==> src/rtl/core/sync_length_frame_receiver_macros.svh <==
// ---------------------------------------------------------------------------
// sync length frame receiver assertion macros
// shared check wrappers, compiled out with NO_ASSERTIONS
// ---------------------------------------------------------------------------
`ifndef SYNC_LENGTH_FRAME_RECEIVER_MACROS_SVH
`define SYNC_LENGTH_FRAME_RECEIVER_MACROS_SVH

`ifndef NO_ASSERTIONS
// property must hold at every edge out of reset
`define SLFR_ASSERT(lbl, prop, msg) \
   lbl: assert property (@(posedge clock) disable iff (reset) prop) else $error(msg);
// condition must never be seen out of reset
`define SLFR_NEVER(lbl, cond, msg) \
   lbl: assert property (@(posedge clock) disable iff (reset) !(cond)) else $error(msg);
`else
`define SLFR_ASSERT(lbl, prop, msg)
`define SLFR_NEVER(lbl, cond, msg)
`endif

`endif

==> src/rtl/core/slfr_pkg.sv <==
// ---------------------------------------------------------------------------
// slfr_pkg
// shared constants and controller/datapath interface types
// ---------------------------------------------------------------------------
package slfr_pkg;

   localparam int FRAME_BYTES_DEF = 32;
   localparam int BYTE_W          = 8;

   localparam logic [BYTE_W-1:0] SYNC_FIRST  = 8'hAA;
   localparam logic [BYTE_W-1:0] SYNC_SECOND = 8'hAF;

   // write address source for the frame store
   typedef enum logic [2:0] {
      SEL_SYNC1 = 3'd0,
      SEL_SYNC2 = 3'd1,
      SEL_FUNC  = 3'd2,
      SEL_LEN   = 3'd3,
      SEL_BODY  = 3'd4
   } addr_sel_type;

   typedef struct packed {
      logic         wr_en;
      addr_sel_type wr_sel;
      logic         load_len;
      logic         inc_count;
      logic         clr_rd;
      logic         rd_go;
   } cmd_type;

   typedef struct packed {
      logic sync_first;
      logic sync_second;
      logic byte_zero;
      logic len_big;
      logic body_full;
      logic rd_last;
      logic out_free;
   } status_type;

endpackage

==> src/rtl/core/slfr_ram.sv <==
// ---------------------------------------------------------------------------
// slfr_ram
// simple dual port ram, one write and one registered read port
// ---------------------------------------------------------------------------
module slfr_ram #(
   parameter int WIDTH = 8,
   parameter int DEPTH = 32
) (
   input  logic                     clock,
   input  logic                     wr_en,
   input  logic [$clog2(DEPTH)-1:0] wr_addr,
   input  logic [WIDTH-1:0]         wr_data,
   input  logic                     rd_en,
   input  logic [$clog2(DEPTH)-1:0] rd_addr,
   output logic [WIDTH-1:0]         rd_data
);

   logic [WIDTH-1:0] mem [DEPTH];
   logic [WIDTH-1:0] rd_data_ff;

   always_ff @(posedge clock) begin
      if (wr_en) begin
         mem[wr_addr] <= wr_data;
      end
      if (rd_en) begin
         rd_data_ff <= mem[rd_addr];
      end
   end

   assign rd_data = rd_data_ff;

endmodule

==> src/rtl/core/slfr_dpath.sv <==
// ---------------------------------------------------------------------------
// slfr_dpath
// frame store, length and count registers, readout pointer and output stage
// ---------------------------------------------------------------------------
`include "sync_length_frame_receiver_macros.svh"

module slfr_dpath #(
   parameter int FRAME_BYTES = slfr_pkg::FRAME_BYTES_DEF
) (
   input  logic                        clock,
   input  logic                        reset,
   input  logic [slfr_pkg::BYTE_W-1:0] req_tdata,
   input  slfr_pkg::cmd_type           cmd,
   output slfr_pkg::status_type        sts,
   output logic                        rsp_tvalid,
   input  logic                        rsp_tready,
   output logic [slfr_pkg::BYTE_W-1:0] rsp_tdata,
   output logic                        rsp_tlast
);

   import slfr_pkg::*;

   localparam int AW = $clog2(FRAME_BYTES);
   localparam logic [BYTE_W-1:0] LenMax = BYTE_W'(FRAME_BYTES - 5);

   logic [AW-1:0]        len_ff, len_in;
   logic [AW-1:0]        cnt_ff, cnt_in;
   logic [AW-1:0]        rd_ptr_ff, rd_ptr_in;
   logic                 valid_ff, valid_in;
   logic                 last_ff, last_in;
   logic [AW+BYTE_W-1:0] byte_ext;
   logic [AW-1:0]        body_addr;
   logic [AW-1:0]        end_addr;
   logic [AW-1:0]        wr_addr;

   assign byte_ext  = {{AW{1'b0}}, req_tdata};
   assign body_addr = AW'(4) + cnt_ff;
   assign end_addr  = AW'(4) + len_ff;

   always_comb begin
      unique case (cmd.wr_sel)
         SEL_SYNC1: wr_addr = AW'(0);
         SEL_SYNC2: wr_addr = AW'(1);
         SEL_FUNC:  wr_addr = AW'(2);
         SEL_LEN:   wr_addr = AW'(3);
         default:   wr_addr = body_addr;
      endcase
   end

   // status toward the controller
   always_comb begin
      sts.sync_first  = (req_tdata == SYNC_FIRST);
      sts.sync_second = (req_tdata == SYNC_SECOND);
      sts.byte_zero   = (req_tdata == '0);
      sts.len_big     = (req_tdata > LenMax);
      sts.body_full   = (cnt_ff == len_ff);
      sts.rd_last     = (rd_ptr_ff == end_addr);
      sts.out_free    = !valid_ff || rsp_tready;
   end

   always_comb begin
      len_in    = len_ff;
      cnt_in    = cnt_ff;
      rd_ptr_in = rd_ptr_ff;
      valid_in  = valid_ff;
      last_in   = last_ff;
      if (cmd.load_len) begin
         len_in = byte_ext[AW-1:0];
         cnt_in = '0;
      end else if (cmd.inc_count) begin
         cnt_in = cnt_ff + AW'(1);
      end
      if (cmd.clr_rd) begin
         rd_ptr_in = '0;
      end else if (cmd.rd_go) begin
         rd_ptr_in = rd_ptr_ff + AW'(1);
      end
      // output stage: refill on a read, drop when taken
      if (cmd.rd_go) begin
         valid_in = 1'b1;
         last_in  = sts.rd_last;
      end else if (rsp_tready) begin
         valid_in = 1'b0;
      end
   end

   always_ff @(posedge clock) begin
      if (reset) begin
         len_ff    <= '0;
         cnt_ff    <= '0;
         rd_ptr_ff <= '0;
         valid_ff  <= 1'b0;
      end else begin
         len_ff    <= len_in;
         cnt_ff    <= cnt_in;
         rd_ptr_ff <= rd_ptr_in;
         valid_ff  <= valid_in;
      end
      last_ff <= last_in;
   end

   slfr_ram #(
      .WIDTH (BYTE_W),
      .DEPTH (FRAME_BYTES)
   ) u_store (
      .clock   (clock),
      .wr_en   (cmd.wr_en),
      .wr_addr (wr_addr),
      .wr_data (req_tdata),
      .rd_en   (cmd.rd_go),
      .rd_addr (rd_ptr_ff),
      .rd_data (rsp_tdata)
   );

   assign rsp_tvalid = valid_ff;
   assign rsp_tlast  = last_ff;

   `SLFR_ASSERT(a_rd_in_frame, cmd.rd_go |-> rd_ptr_ff <= end_addr, "read past frame end")
   `SLFR_NEVER(a_len_range, len_ff > AW'(FRAME_BYTES - 5), "stored length too large")
   `SLFR_NEVER(a_rd_over_full, cmd.rd_go && valid_ff && !rsp_tready, "read over held word")

endmodule

==> src/rtl/core/slfr_ctrl.sv <==
// ---------------------------------------------------------------------------
// slfr_ctrl
// frame parser state machine, drives the datapath commands
// ---------------------------------------------------------------------------
`include "sync_length_frame_receiver_macros.svh"

module slfr_ctrl (
   input  logic                 clock,
   input  logic                 reset,
   input  logic                 req_tvalid,
   output logic                 req_tready,
   input  slfr_pkg::status_type sts,
   output slfr_pkg::cmd_type    cmd
);

   import slfr_pkg::*;

   typedef enum logic [5:0] {
      ST_HUNT1 = 6'b000001,
      ST_HUNT2 = 6'b000010,
      ST_FUNC  = 6'b000100,
      ST_LEN   = 6'b001000,
      ST_BODY  = 6'b010000,
      ST_DRAIN = 6'b100000
   } state_type;

   state_type state_ff, state_in;
   logic      take;

   assign req_tready = (state_ff != ST_DRAIN);
   assign take       = req_tvalid && req_tready;

   always_comb begin
      state_in      = state_ff;
      cmd.wr_en     = 1'b0;
      cmd.wr_sel    = SEL_BODY;
      cmd.load_len  = 1'b0;
      cmd.inc_count = 1'b0;
      cmd.clr_rd    = 1'b0;
      cmd.rd_go     = 1'b0;
      unique case (state_ff)
         ST_HUNT2: begin
            cmd.wr_sel = SEL_SYNC2;
            if (take && sts.sync_second) begin
               cmd.wr_en = 1'b1;
               state_in  = ST_FUNC;
            end
         end
         ST_FUNC: begin
            cmd.wr_sel = SEL_FUNC;
            if (take && !sts.byte_zero) begin
               cmd.wr_en = 1'b1;
               state_in  = ST_LEN;
            end
         end
         ST_LEN: begin
            cmd.wr_sel = SEL_LEN;
            if (take && !sts.byte_zero) begin
               if (sts.len_big) begin
                  state_in = ST_HUNT1;
               end else begin
                  cmd.wr_en    = 1'b1;
                  cmd.load_len = 1'b1;
                  state_in     = ST_BODY;
               end
            end
         end
         ST_BODY: begin
            if (take) begin
               cmd.wr_en = 1'b1;
               if (sts.body_full) begin
                  cmd.clr_rd = 1'b1;
                  state_in   = ST_DRAIN;
               end else begin
                  cmd.inc_count = 1'b1;
               end
            end
         end
         ST_DRAIN: begin
            cmd.rd_go = sts.out_free;
            if (sts.out_free && sts.rd_last) begin
               state_in = ST_HUNT1;
            end
         end
         default: begin
            cmd.wr_sel = SEL_SYNC1;
            if (take && sts.sync_first) begin
               cmd.wr_en = 1'b1;
               state_in  = ST_HUNT2;
            end else begin
               state_in = ST_HUNT1;
            end
         end
      endcase
   end

   always_ff @(posedge clock) begin
      if (reset) begin
         state_ff <= ST_HUNT1;
      end else begin
         state_ff <= state_in;
      end
   end

   `SLFR_ASSERT(a_rd_only_drain, cmd.rd_go |-> state_ff == ST_DRAIN, "read outside drain")
   `SLFR_ASSERT(a_drain_from_body,
      (state_ff == ST_DRAIN && $past(state_ff) != ST_DRAIN) |-> $past(state_ff) == ST_BODY,
      "drain entered from wrong state")
   `SLFR_NEVER(a_no_write_drain, cmd.wr_en && state_ff == ST_DRAIN, "store written in drain")

endmodule

==> src/rtl/core/sync_length_frame_receiver.sv <==
// ---------------------------------------------------------------------------
// sync_length_frame_receiver
// assembles 0xAA 0xAF func len payload checksum frames from a byte stream
// ---------------------------------------------------------------------------
// usage
//   req_ channel: one received byte per word in req_tdata
//   rsp_ channel: the whole frame, header first, one byte per word in
//   rsp_tdata, with rsp_tlast on the checksum byte
//   while parsing, req_tready is high and every input word is taken
//   after the checksum byte the frame is read out of the frame store, one
//   word per cycle while the sink does not stall, through the registered
//   ram read, whose register is also the output register; the first frame
//   word shows once the parser is in drain and its first read has returned
//   a frame holds 5+len bytes, and req_tready stays low until the last
//   read has been issued
//   a sink stall holds rsp_tdata and rsp_tlast steady and pauses the reads
//   a length above FRAME_BYTES-5 drops the frame silently and hunts again
//   reset returns the parser to sync hunting and empties the output stage;
//   the frame store needs no clearing, every byte sent was written that frame
// ---------------------------------------------------------------------------
module sync_length_frame_receiver #(
   parameter int FRAME_BYTES = slfr_pkg::FRAME_BYTES_DEF
) (
   input  logic                        clock,
   input  logic                        reset,
   // input bytes
   input  logic                        req_tvalid,
   output logic                        req_tready,
   input  logic [slfr_pkg::BYTE_W-1:0] req_tdata,   // [7:0] rx_byte
   // frame bytes
   output logic                        rsp_tvalid,
   input  logic                        rsp_tready,
   output logic [slfr_pkg::BYTE_W-1:0] rsp_tdata,   // [7:0] frame_byte
   output logic                        rsp_tlast    // frame_last
);

   import slfr_pkg::*;

   cmd_type    cmd;
   status_type sts;

   // parser sequencing
   slfr_ctrl u_ctrl (
      .clock      (clock),
      .reset      (reset),
      .req_tvalid (req_tvalid),
      .req_tready (req_tready),
      .sts        (sts),
      .cmd        (cmd)
   );

   // frame store, counters and output register
   slfr_dpath #(
      .FRAME_BYTES (FRAME_BYTES)
   ) u_dpath (
      .clock      (clock),
      .reset      (reset),
      .req_tdata  (req_tdata),
      .cmd        (cmd),
      .sts        (sts),
      .rsp_tvalid (rsp_tvalid),
      .rsp_tready (rsp_tready),
      .rsp_tdata  (rsp_tdata),
      .rsp_tlast  (rsp_tlast)
   );

endmodule
==> config.mk <==
export PLATFORM = sky130hd
export DESIGN_NAME = sync_length_frame_receiver
export DESIGN_NICKNAME = d
export VERILOG_FILES = /design/src/rtl/core/slfr_pkg.sv /design/src/rtl/core/slfr_ram.sv /design/src/rtl/core/slfr_dpath.sv /design/src/rtl/core/slfr_ctrl.sv /design/src/rtl/core/sync_length_frame_receiver.sv
export VERILOG_INCLUDE_DIRS = /design/src /design/src/rtl/core
export SDC_FILE = /design/constraint.sdc
export NUM_CORES = 1
export LEC_CHECK = 0
export BUFFER_PORTS_ARGS = -buffer_cell sky130_fd_sc_hd__buf_2
export CORE_MARGIN = 1.5
export CORE_UTILIZATION = 56
export CTS_CLUSTER_DIAMETER = 30
export DETAILED_ROUTE_END_ITERATION = 8
export GPL_ROUTABILITY_DRIVEN = 0
export PLACE_DENSITY = 0.72
export SYNTH_ARGS = -nofsm -noshare
export SYNTH_HDL_FRONTEND = slang
export SYNTH_HIERARCHICAL = 1
export SYNTH_SLANG_ARGS = --single-unit
==> constraint.sdc <==
create_clock -name clock -period 3.3 [get_ports clock]
set_clock_uncertainty 0.15 [all_clocks]
set_input_delay 0.165 -clock clock [delete_from_list [all_inputs] [get_ports clock]]
set_output_delay 0.165 -clock clock [all_outputs]
set_load 0.01 [all_outputs]
# After elaboration in Yosys (flattened, before gate mapping)
# Memories as Yosys holds them, arrays and structs flattened. A register that Yosys moved wholly into a read port is not among the register bits.
# Cells that the tools add are included.
dict set report word_totals {
  out_inout_bits 11
  mem_bits_rw 256
  n_memories 1
  in_bits 12
  elab_cells 74
  regBits 23
}
dict set report op_classes {
  addsub 4
  muxes 28
  magnitude_cmp 1
  n_eq_ne 19
  n_reduce_logical 15
}
# name depth width rd rd_clocked_by_memory_dff write_ports line_no
set memory_table {}
lappend memory_table {u_dpath.u_store.mem 32 8 1 1 1 slfr_ram.sv:18} ;# logic [WIDTH-1:0] mem [DEPTH];
# cell count
set ops {}
lappend ops {{$mux W6} 6}
lappend ops {{$pmux W6 S5} 1}
lappend ops {{$pmux W5 S4} 1}
lappend ops {{$eq A8 B8 Y1 const B} 2}
lappend ops {{$mux W1} 14}
lappend ops {{$pmux W3 S4} 1}
lappend ops {{$add A3 B5 Y5 const A} 2}
lappend ops {{$add A5 B1 Y5 const B} 2}
lappend ops {{$eq A5 B5 Y1} 2}
lappend ops {{$ne A2 B1 Y1 const B} 5}
lappend ops {{$gt A8 B5 Y1 const B} 1}
lappend ops {{$logic_not A8 Y1} 1}
lappend ops {{$eq A3 B2 Y1 const B} 2}
lappend ops {{$eq A6 B2 Y1 const B} 1}
lappend ops {{$eq A6 B3 Y1 const B} 1}
lappend ops {{$eq A6 B4 Y1 const B} 1}
lappend ops {{$eq A6 B5 Y1 const B} 1}
lappend ops {{$eq A6 B6 Y1 const B} 1}
lappend ops {{$mux W2} 3}
lappend ops {{$ne A6 B6 Y1 const B} 1}
lappend ops {{$reduce_and A6 Y1} 1}
lappend ops {{$reduce_or A2 Y1} 3}
lappend ops {{$logic_and A1 B1 Y1} 5}
lappend ops {{$mux W5} 1}
lappend ops {{other kinds (7)} 8}

# Depth between registers and ports, before layout
# Gate-level depths: netlist of the first run.
dict set report logic_depth {
  depth_word 7
  mapped_depth 9
  mapped_depth_nobuf 8
}

# Hierarchy
# Netlist of the first run, hierarchy kept.
# module n_inst seq_area_each_um2 cells_each area_per_inst_um2
set by_module_without_submodules {}
lappend by_module_without_submodules {slfr_ram 1 7927.6 417 10133.5}
lappend by_module_without_submodules {slfr_dpath 1 350.3 96 927.1}
lappend by_module_without_submodules {slfr_ctrl 1 120.1 60 464.2}

# Worst setup path after synthesis of the first run
# OpenSTA, ideal clock, no wires.
dict set report synth_timing {
  path_kind {reg2reg}
  start {register u_ctrl.state_ff[0]}
  end {memory u_dpath.u_store.mem[0][0] (enable)}
  arrival_ns 2.668
  setup_slack_ns 0.112
  t_required_ns 2.780
  path_buffers 1
  period_less_slack_ns 3.188
  setup_ns 0.370
  path_stages_with_launch 9
  path_cell_list {dfxtp_1 -> or4b_4 -> nor2_1 -> inv_2 -> nand2_1 -> mux2_2 -> or3b_2 -> clkbuf_1 -> nor2_1}
}
dict set report synth_between {
  elab_chain_len 7
  elab_cells_between_ends 25
  cone_classes {eq/ne: 9; mux: 10; reduce/logical: 6}
}
# element line_no
set synth_lines {}
lappend synth_lines {{from (decl)} slfr_ctrl.sv:27} ;# state_type state_ff, state_in;
lappend synth_lines {{from (signal assigned)} slfr_ctrl.sv:101} ;# state_ff <= state_in;
lappend synth_lines {{$ne A6 B6 Y1 (*)} slfr_ctrl.sv:30} ;# assign req_tready = (state_ff != ST_DRAIN);
lappend synth_lines {{via req_tready} sync_length_frame_receiver.sv:28} ;# output logic req_tready,
lappend synth_lines {{$logic_and A1 B1 Y1 (*)} slfr_ctrl.sv:31} ;# assign take = req_tvalid && req_tready;
lappend synth_lines {{$logic_and A1 B1 Y1, on equally long branches} n/a}
lappend synth_lines {{$mux W1, on equally long branches} n/a}
lappend synth_lines {{$pmux W1 S5 (*)} slfr_ctrl.sv:41} ;# unique case (state_ff)
lappend synth_lines {{$mux W1 (*)} slfr_ram.sv:22} ;# if (wr_en) begin
lappend synth_lines {{$mux W1 (not written as such) (*)} slfr_ram.sv:23} ;# mem[wr_addr] <= wr_data;
lappend synth_lines {{to (decl)} slfr_ram.sv:18}
# The timed path passes the listed nets; every way through them passes the cells marked *.

==> qor.csv, run 1 <==
stage,metric,value,unit
timing,Final min period,3.12,ns
clock_tree,post-CTS setup repair buffer count,0,
yosys,Synth cell types,45,
placement,IO buf count,22,
floorplan,core area,0.0202,mm^2
yosys,synth warn,6,
routing,Initial DRC Count,648,
finish,share of layout cells above drive strength 1,0.366,
timing,Tcrit/Tclk final,0.945,
timing,setup TNS,0,ns
routing,drt via density,6.10,
timing,final setup violating endpoints,0,
critical_path,CP arrival,3.20,ns
finish,multi-input logic area,0.00298,mm^2
clock_tree,H-tree levels,2,
finish,Final nets,704,
yosys,largest family of logic cells by synthesized area,multiplexers,
power_and_ir_drop,Static Leak,0.00462,uW
yosys,Synth Area in Adders,0.00434,
floorplan,row count,52,
global_route,first-pass GRT wire length,38.9,mm
power_and_ir_drop,maximum VDD drop,378,uV
yosys,mapped cell area,0.0115,mm^2
floorplan,Ports,23,
finish,Filler Cell Count,1214,
timing,maximum clock frequency,321,MHz
clock_tree,clk sinks,287,
finish,"commonest non-fill, non-tap cell in the layout",edfxtp_1,
timing,final max-slew violation count,0,
run,Max-Cap Viols,0,
critical_path,CP Launch Type,register,
finish,Reg area,0.00840,mm^2
clock_tree,Worst-Skew Late Latency,0.53,ns
global_route,number of global-route vias before repair,6387,
routing,drt total wl,25.3,mm
timing,Slew HR,0.575,
critical_path,worst-path cell chain,"or4b_4, nor2_2, inv_2, nand2_1, mux2_2, or3b_2, nor2_2, buf_4",
yosys,portion of netlist area occupied by mux cells,0.173,
clock_tree,Root Buffer,clkbuf_16,
floorplan,die area,0.0214,mm^2
clock_tree,register clock-pin slew on the reported worst setup and hold paths,0.06,ns
routing,via count,6071,
yosys,"Seq/Total Area, Yosys",0.729,
yosys,post-synthesis cell count,573,
yosys,Simple-Gate Fraction of Synth Area,0.0559,
routing,Post-route DRC,0,
global_route,largest net degree at the start of global routing,33,
floorplan,die height,146,um
placement,Area after DPL,0.0123,mm^2
floorplan,Initial Util,0.570,
routing,iteration count of the initial detailed-routing pass,4,
yosys,Compound-Gate Fraction of Synth Area,0.00847,
worst_hold_path,Hold Crit Class,in2reg,
timing,RSZ-0062 raised after global routing,no,
clock_tree,CTS Buffer Depth,3,
critical_path,delay of the slowest critical-path stage,0.61,ns
finish,synth-to-layout area growth,22.4,%
clock_tree,CTS tree,built,
timing,Final Hold Fails,0,
run_status,status,"complete, no violations",
finish,final instance area,0.0141,mm^2
critical_path,critical path peak fanout,8,
finish,diode count,0,
global_route,grt total ovfl,0,
critical_path,Crit. End Element,register,
clock_tree,Num CTS Buffers,46,
yosys,XOR/XNOR share of the synthesized area,0.0160,
finish,most frequent cells in the layout,"edfxtp_1 (265), mux4_2 (80), buf_4 (55)",
placement,cell count after placement,898,
routing,"antenna viol nets, final",0,
placement,Post-DP HPWL,15.6,mm
floorplan,Die Wd,146,um
global_route,gr usage total,0.249,
critical_path,Worst Path Buf+Inv,2,
critical_path,CP max-delay cell,or3b_2,
timing,Tightest Pin Transition,0.632,ns
power_and_ir_drop,PwrDens,649,mW/mm^2
routing,routed len/inst,25.4,um
yosys,Seq cells post-synth,287,
finish,final non-filler cell total,996,
critical_path,Most common cell on crit path,nor2_2,
critical_path,"CP delay by family, top",simple AND/OR/NAND/NOR gates,
yosys,syn avg cell area,20.1,um^2
global_route,antenna violations before repair,0,
critical_path,WS Path Type,reg2reg,
critical_path,CP required,3.38,ns
yosys,Syn Nets,589,
## metal layers
metal	track usage	part of all wire
met1	0.344	0.39
met2	0.398	0.49
met3	0.0581	0.088
met4	0.0838	0.025
met5	0	0
## where the power goes
group | switching, uW | internal [uW] | total, uW
clock network | 1770 | 3320 | 5080
logic | 76.6 | 23.6 | 100
registers | 0.0771 | 3970 | 3970
total | 1840 | 7310 | 9150
## worst paths after layout
check	startpoint	endpoint	slack, ns	cells after the start
max reg2reg	u_ctrl/state_ff[0]	u_dpath/u_store/mem[4][5]	0.18	8
max	u_ctrl/state_ff[0]	u_dpath/u_store/mem[4][5]	0.18	8
min	req_tdata[6]	u_dpath/u_store/mem[8][6]	0.12	2
min reg2reg	u_dpath/len_ff[4]	u_dpath/len_ff[4]	0.41	2
## cells by family (layout without fill, tap and decap cells)
| logic type | count (synthesis) | in the layout |
|---|---|---|
| multiplexers | 98 | 98 |
| flip-flops | 287 | 287 |
| buffers and inverters | 30 | 183 |
| XOR/XNOR | 21 | 21 |
| adder cells (fa/ha/maj) | 4 | 4 |
| AND/OR/NAND/NOR | 120 | 120 |
| AO/OA/AOI/OAI | 13 | 13 |
## per-stage QoR
stage / total power, uW / setup slack, ns / hold WS (ns) / util
after floorplan: 4050 / 0.112 / 0.0841 / -
after global placement: 4130 / 0.170 / 0.352 / 0.608
after detailed placement: 4130 / 0.0820 / 0.389 / 0.608
after CTS: 9210 / 0.0654 / 0.0967 / 0.697
after global routing: 9380 / 0.0515 / 0.114 / 0.697
final: 9150 / 0.183 / 0.121 / 0.697
## layout make-up
cell class | instances | area share
Timing Repair Buffer | 91 | 0.0484
Inverter | 6 | 0.00160
Sequential cell | 287 | 0.596
Clock inverter | 34 | 0.0309
Clock buffer | 52 | 0.0878
Multi-Input combinational cell | 256 | 0.211
Tap cell | 270 | 0.0240
## registers in the layout, summed over array words and instances (netlist names)
signal / flops
u_dpath/cnt_ff: 5
u_dpath/len_ff: 5
u_dpath/rsp_tlast: 1
u_dpath/u_store/mem: 256
u_dpath/u_store/rd_data: 8
u_dpath/rd_ptr_ff: 5
u_dpath/rsp_tvalid: 1
u_ctrl/state_ff: 6
## what timing repair did
item | CTS | global route
gates resized for setup | 0 | 2
hold buffers | 12 | 0
setup endpoints to repair | 0 | 6
endpoints found under the hold margin | 73 | 0
## worst register-to-register path, delay by kind of cell (launching register included)
kind / cells / cell delay [ns]
DFF: 1 / 0.35
and+or+nand+nor: 5 / 1.71
muxes: 1 / 0.39
buffers and inverters: 2 / 0.24
## cell usage after synthesis, drive strengths merged
cell     instances  area (um^2)
or3              2         12.5
buf             18          111
mux4            80         1800
o2111ai          1         15.0
or2              1         6.26
or3b             3         26.3
nand2           14         52.6
edfxtp         265         7960
o21bai           1         7.51
inv              6         22.5
a211o            1         8.76
or4b             1         13.8
a211oi           2         15.0
nand3            8         40.0
nor3b            3         32.5
dfxtp           22          440
nor3            14         90.1
clkbuf           6         22.5
or4              1         11.3
xor2            11         96.3
nand3b           6         45.0
o22a             1         8.76
nand4b           1         8.76
nand4bb          1         11.3
o21ai            2         10.0
nor4             6         37.5
nor2b            3         18.8
a21bo            1         10.0
nor2            45          169
o211ai           1         7.51
and2             4         25.0
a21oi            3         15.0
nand4            5         31.3
ha               4         50.1
mux2            10          113
mux2i            8         80.1
xnor2           10         87.6
nand2b           2         12.5
(Power assumes the default switching activity.)
==> run 2: changes to the inputs <==
- BUFFER_PORTS_ARGS: -buffer_cell sky130_fd_sc_hd__buf_2 -> -buffer_cell sky130_fd_sc_hd__buf_4
==> run 2 against run 1 <==
- hold slack got worse by 0.043 ns
- register-to-register slack got worse by 0.03 ns
- critical endpoint is now u_dpath/u_store/mem[0][7]
- first-iteration DRC count decreased by 4.6%
- routed wire length increased by 4.6%
- core utilization decreased by 0.30 points
==> qor.csv, run 2 (same netlist as run 1, synthesis figures left out) <==
stage,metric,value,unit
run_status,status,"complete, no violations",
routing,Initial DRC Count,618,
power_and_ir_drop,Switching Share,0.203,
placement,Area after DPL,0.0123,mm^2
timing,final max-slew violation count,0,
floorplan,Die Wd,146,um
clock_tree,post-CTS setup repair buffer count,0,
critical_path,R2R Setup Slk,0.15,ns
routing,routed len/inst,26.8,um
finish,final instance area,0.0140,mm^2
clock_tree,Num CTS Buffers,47,
routing,drt via density,6.16,
finish,Layout Utilization,0.694,
power_and_ir_drop,Sw Pwr,1840,uW
critical_path,CP arrival,3.24,ns
critical_path,CP max-delay cell,or3b_2,
clock_tree,CTS Buffer Depth,3,
finish,share of layout cells above drive strength 1,0.367,
global_route,antenna violations before repair,1,
timing,Tcrit/Tclk final,0.954,
placement,pre-CTS setup slack,0.144,ns
finish,"commonest non-fill, non-tap cell in the layout",edfxtp_1,
timing,Slew HR,0.541,
timing,Final Hold Fails,0,
critical_path,Crit. End Element,register,
power_and_ir_drop,maximum VDD drop,369,uV
global_route,first-pass GRT wire length,40.0,mm
critical_path,CP Launch Type,register,
critical_path,WS Path Type,reg2reg,
power_and_ir_drop,Comb power frac,0.011,
routing,iteration count of the initial detailed-routing pass,5,
finish,Filler Cell Count,1253,
finish,"Most flops, register",u_dpath/u_store/mem,
run,Max-Cap Viols,0,
critical_path,CP required,3.39,ns
timing,maximum clock frequency,318,MHz
worst_hold_path,Hold Crit Class,in2reg,
placement,Post-DP HPWL,15.5,mm
power_and_ir_drop,Static Leak,0.00457,uW
floorplan,Ports,23,
power_and_ir_drop,clock share of power,0.550,
timing,final setup violating endpoints,0,
global_route,largest net degree at the start of global routing,49,
critical_path,worst-path cell chain,"or4b_4, nor2_2, inv_2, nand2_1, mux2_2, or3b_2, nor2_1, buf_4",
floorplan,die area,0.0214,mm^2
floorplan,die height,146,um
routing,Post-route DRC,0,
critical_path,critical path peak fanout,8,
finish,synth-to-layout area growth,21.8,%
timing,"Worst Setup Slack, final",0.151,ns
clock_tree,clk sinks,287,
clock_tree,CTS tree,built,
power_and_ir_drop,internal power,7220,uW
global_route,gr usage total,0.259,
finish,Final nets,694,
timing,setup TNS,0,ns
routing,"antenna viol nets, final",0,
global_route,number of global-route vias before repair,6271,
clock_tree,Root Buffer,clkbuf_16,
critical_path,delay of the slowest critical-path stage,0.63,ns
clock_tree,H-tree levels,2,
clock_tree,register clock-pin slew on the reported worst setup and hold paths,0.05,ns
power_and_ir_drop,sequential power share,0.438,
floorplan,row count,52,
floorplan,core area,0.0202,mm^2
placement,IO buf count,22,
routing,via count,6091,
timing,Final min period,3.15,ns
routing,drt total wl,26.5,mm
finish,max reg flops,256,
floorplan,Initial Util,0.570,
power_and_ir_drop,PwrDens,645,mW/mm^2
global_route,grt total ovfl,0,
timing,Tightest Pin Transition,0.683,ns
clock_tree,Worst-Skew Late Latency,0.54,ns
timing,RSZ-0062 raised after global routing,no,
finish,most frequent cells in the layout,"edfxtp_1 (265), mux4_2 (80), buf_4 (70)",
-- run 2: power groups by stage --
stage / clock [uW] / combinational [uW] / sequential (uW)
after floorplan: 0 / 9.90 / 4040
after global placement: 0 / 92.1 / 4040
after detailed placement: 0 / 95.8 / 4040
after CTS: 5050 / 104 / 3970
after global routing: 5190 / 110 / 3970
final: 4990 / 103 / 3970
-- run 2: worst paths after layout --
path | cells past startpoint | to | start
max reg2reg | 8 | u_dpath/u_store/mem[0][7] | u_ctrl/state_ff[0]
min | 5 | u_ctrl/state_ff[4] | req_tdata[6]
max | 8 | u_dpath/u_store/mem[0][7] | u_ctrl/state_ff[0]
min reg2reg | 2 | u_dpath/len_ff[3] | u_dpath/len_ff[3]
-- run 2: worst max-delay path: cells and delay by family (launching register included) --
kind                   cells  cell delay, ns
AND/OR/NAND/NOR            5            1.70
multiplexers               1            0.38
flip-flops                 1            0.36
buffers and inverters      2            0.27
-- run 2: metal layers --
layer	share of wire	wire length [um]	GRT usage	vias to the layer above
met3	0.089	2350	0.0628	46
li1	-	-	-	2571
met4	0.023	602	0.0747	0
met1	0.39	10300	0.360	3160
met2	0.50	13200	0.415	314
met5	0	0	0	-
-- run 2: what timing repair did --
| item | CTS | global route |
|---|---|---|
| endpoints found under the setup margin | 0 | 48 |
| endpoints found under the hold margin | 62 | 0 |
| hold buffers | 8 | 0 |
| resized for setup | 0 | 1 |
-- run 2: per-stage QoR --
step,std cells,total power (uW),hold WS (ns)
floorplan,573,4050,0.0841
finish,988,9060,0.0786
detailed placement,891,4140,0.279
global placement,891,4130,0.283
CTS,987,9120,0.0465
global route,987,9270,0.0873
-- run 2: final cells by class --
cell class,instances,area [um^2],area share
diodes,1,2.50,0.000178
clock buffers,53,1240,0.0883
clock inverters,35,409,0.0291
inverters,6,22.5,0.00160
multi-input cells,256,2980,0.212
flip-flops and latches,287,8400,0.599
well taps,270,338,0.0241
repair buffers,80,646,0.0460
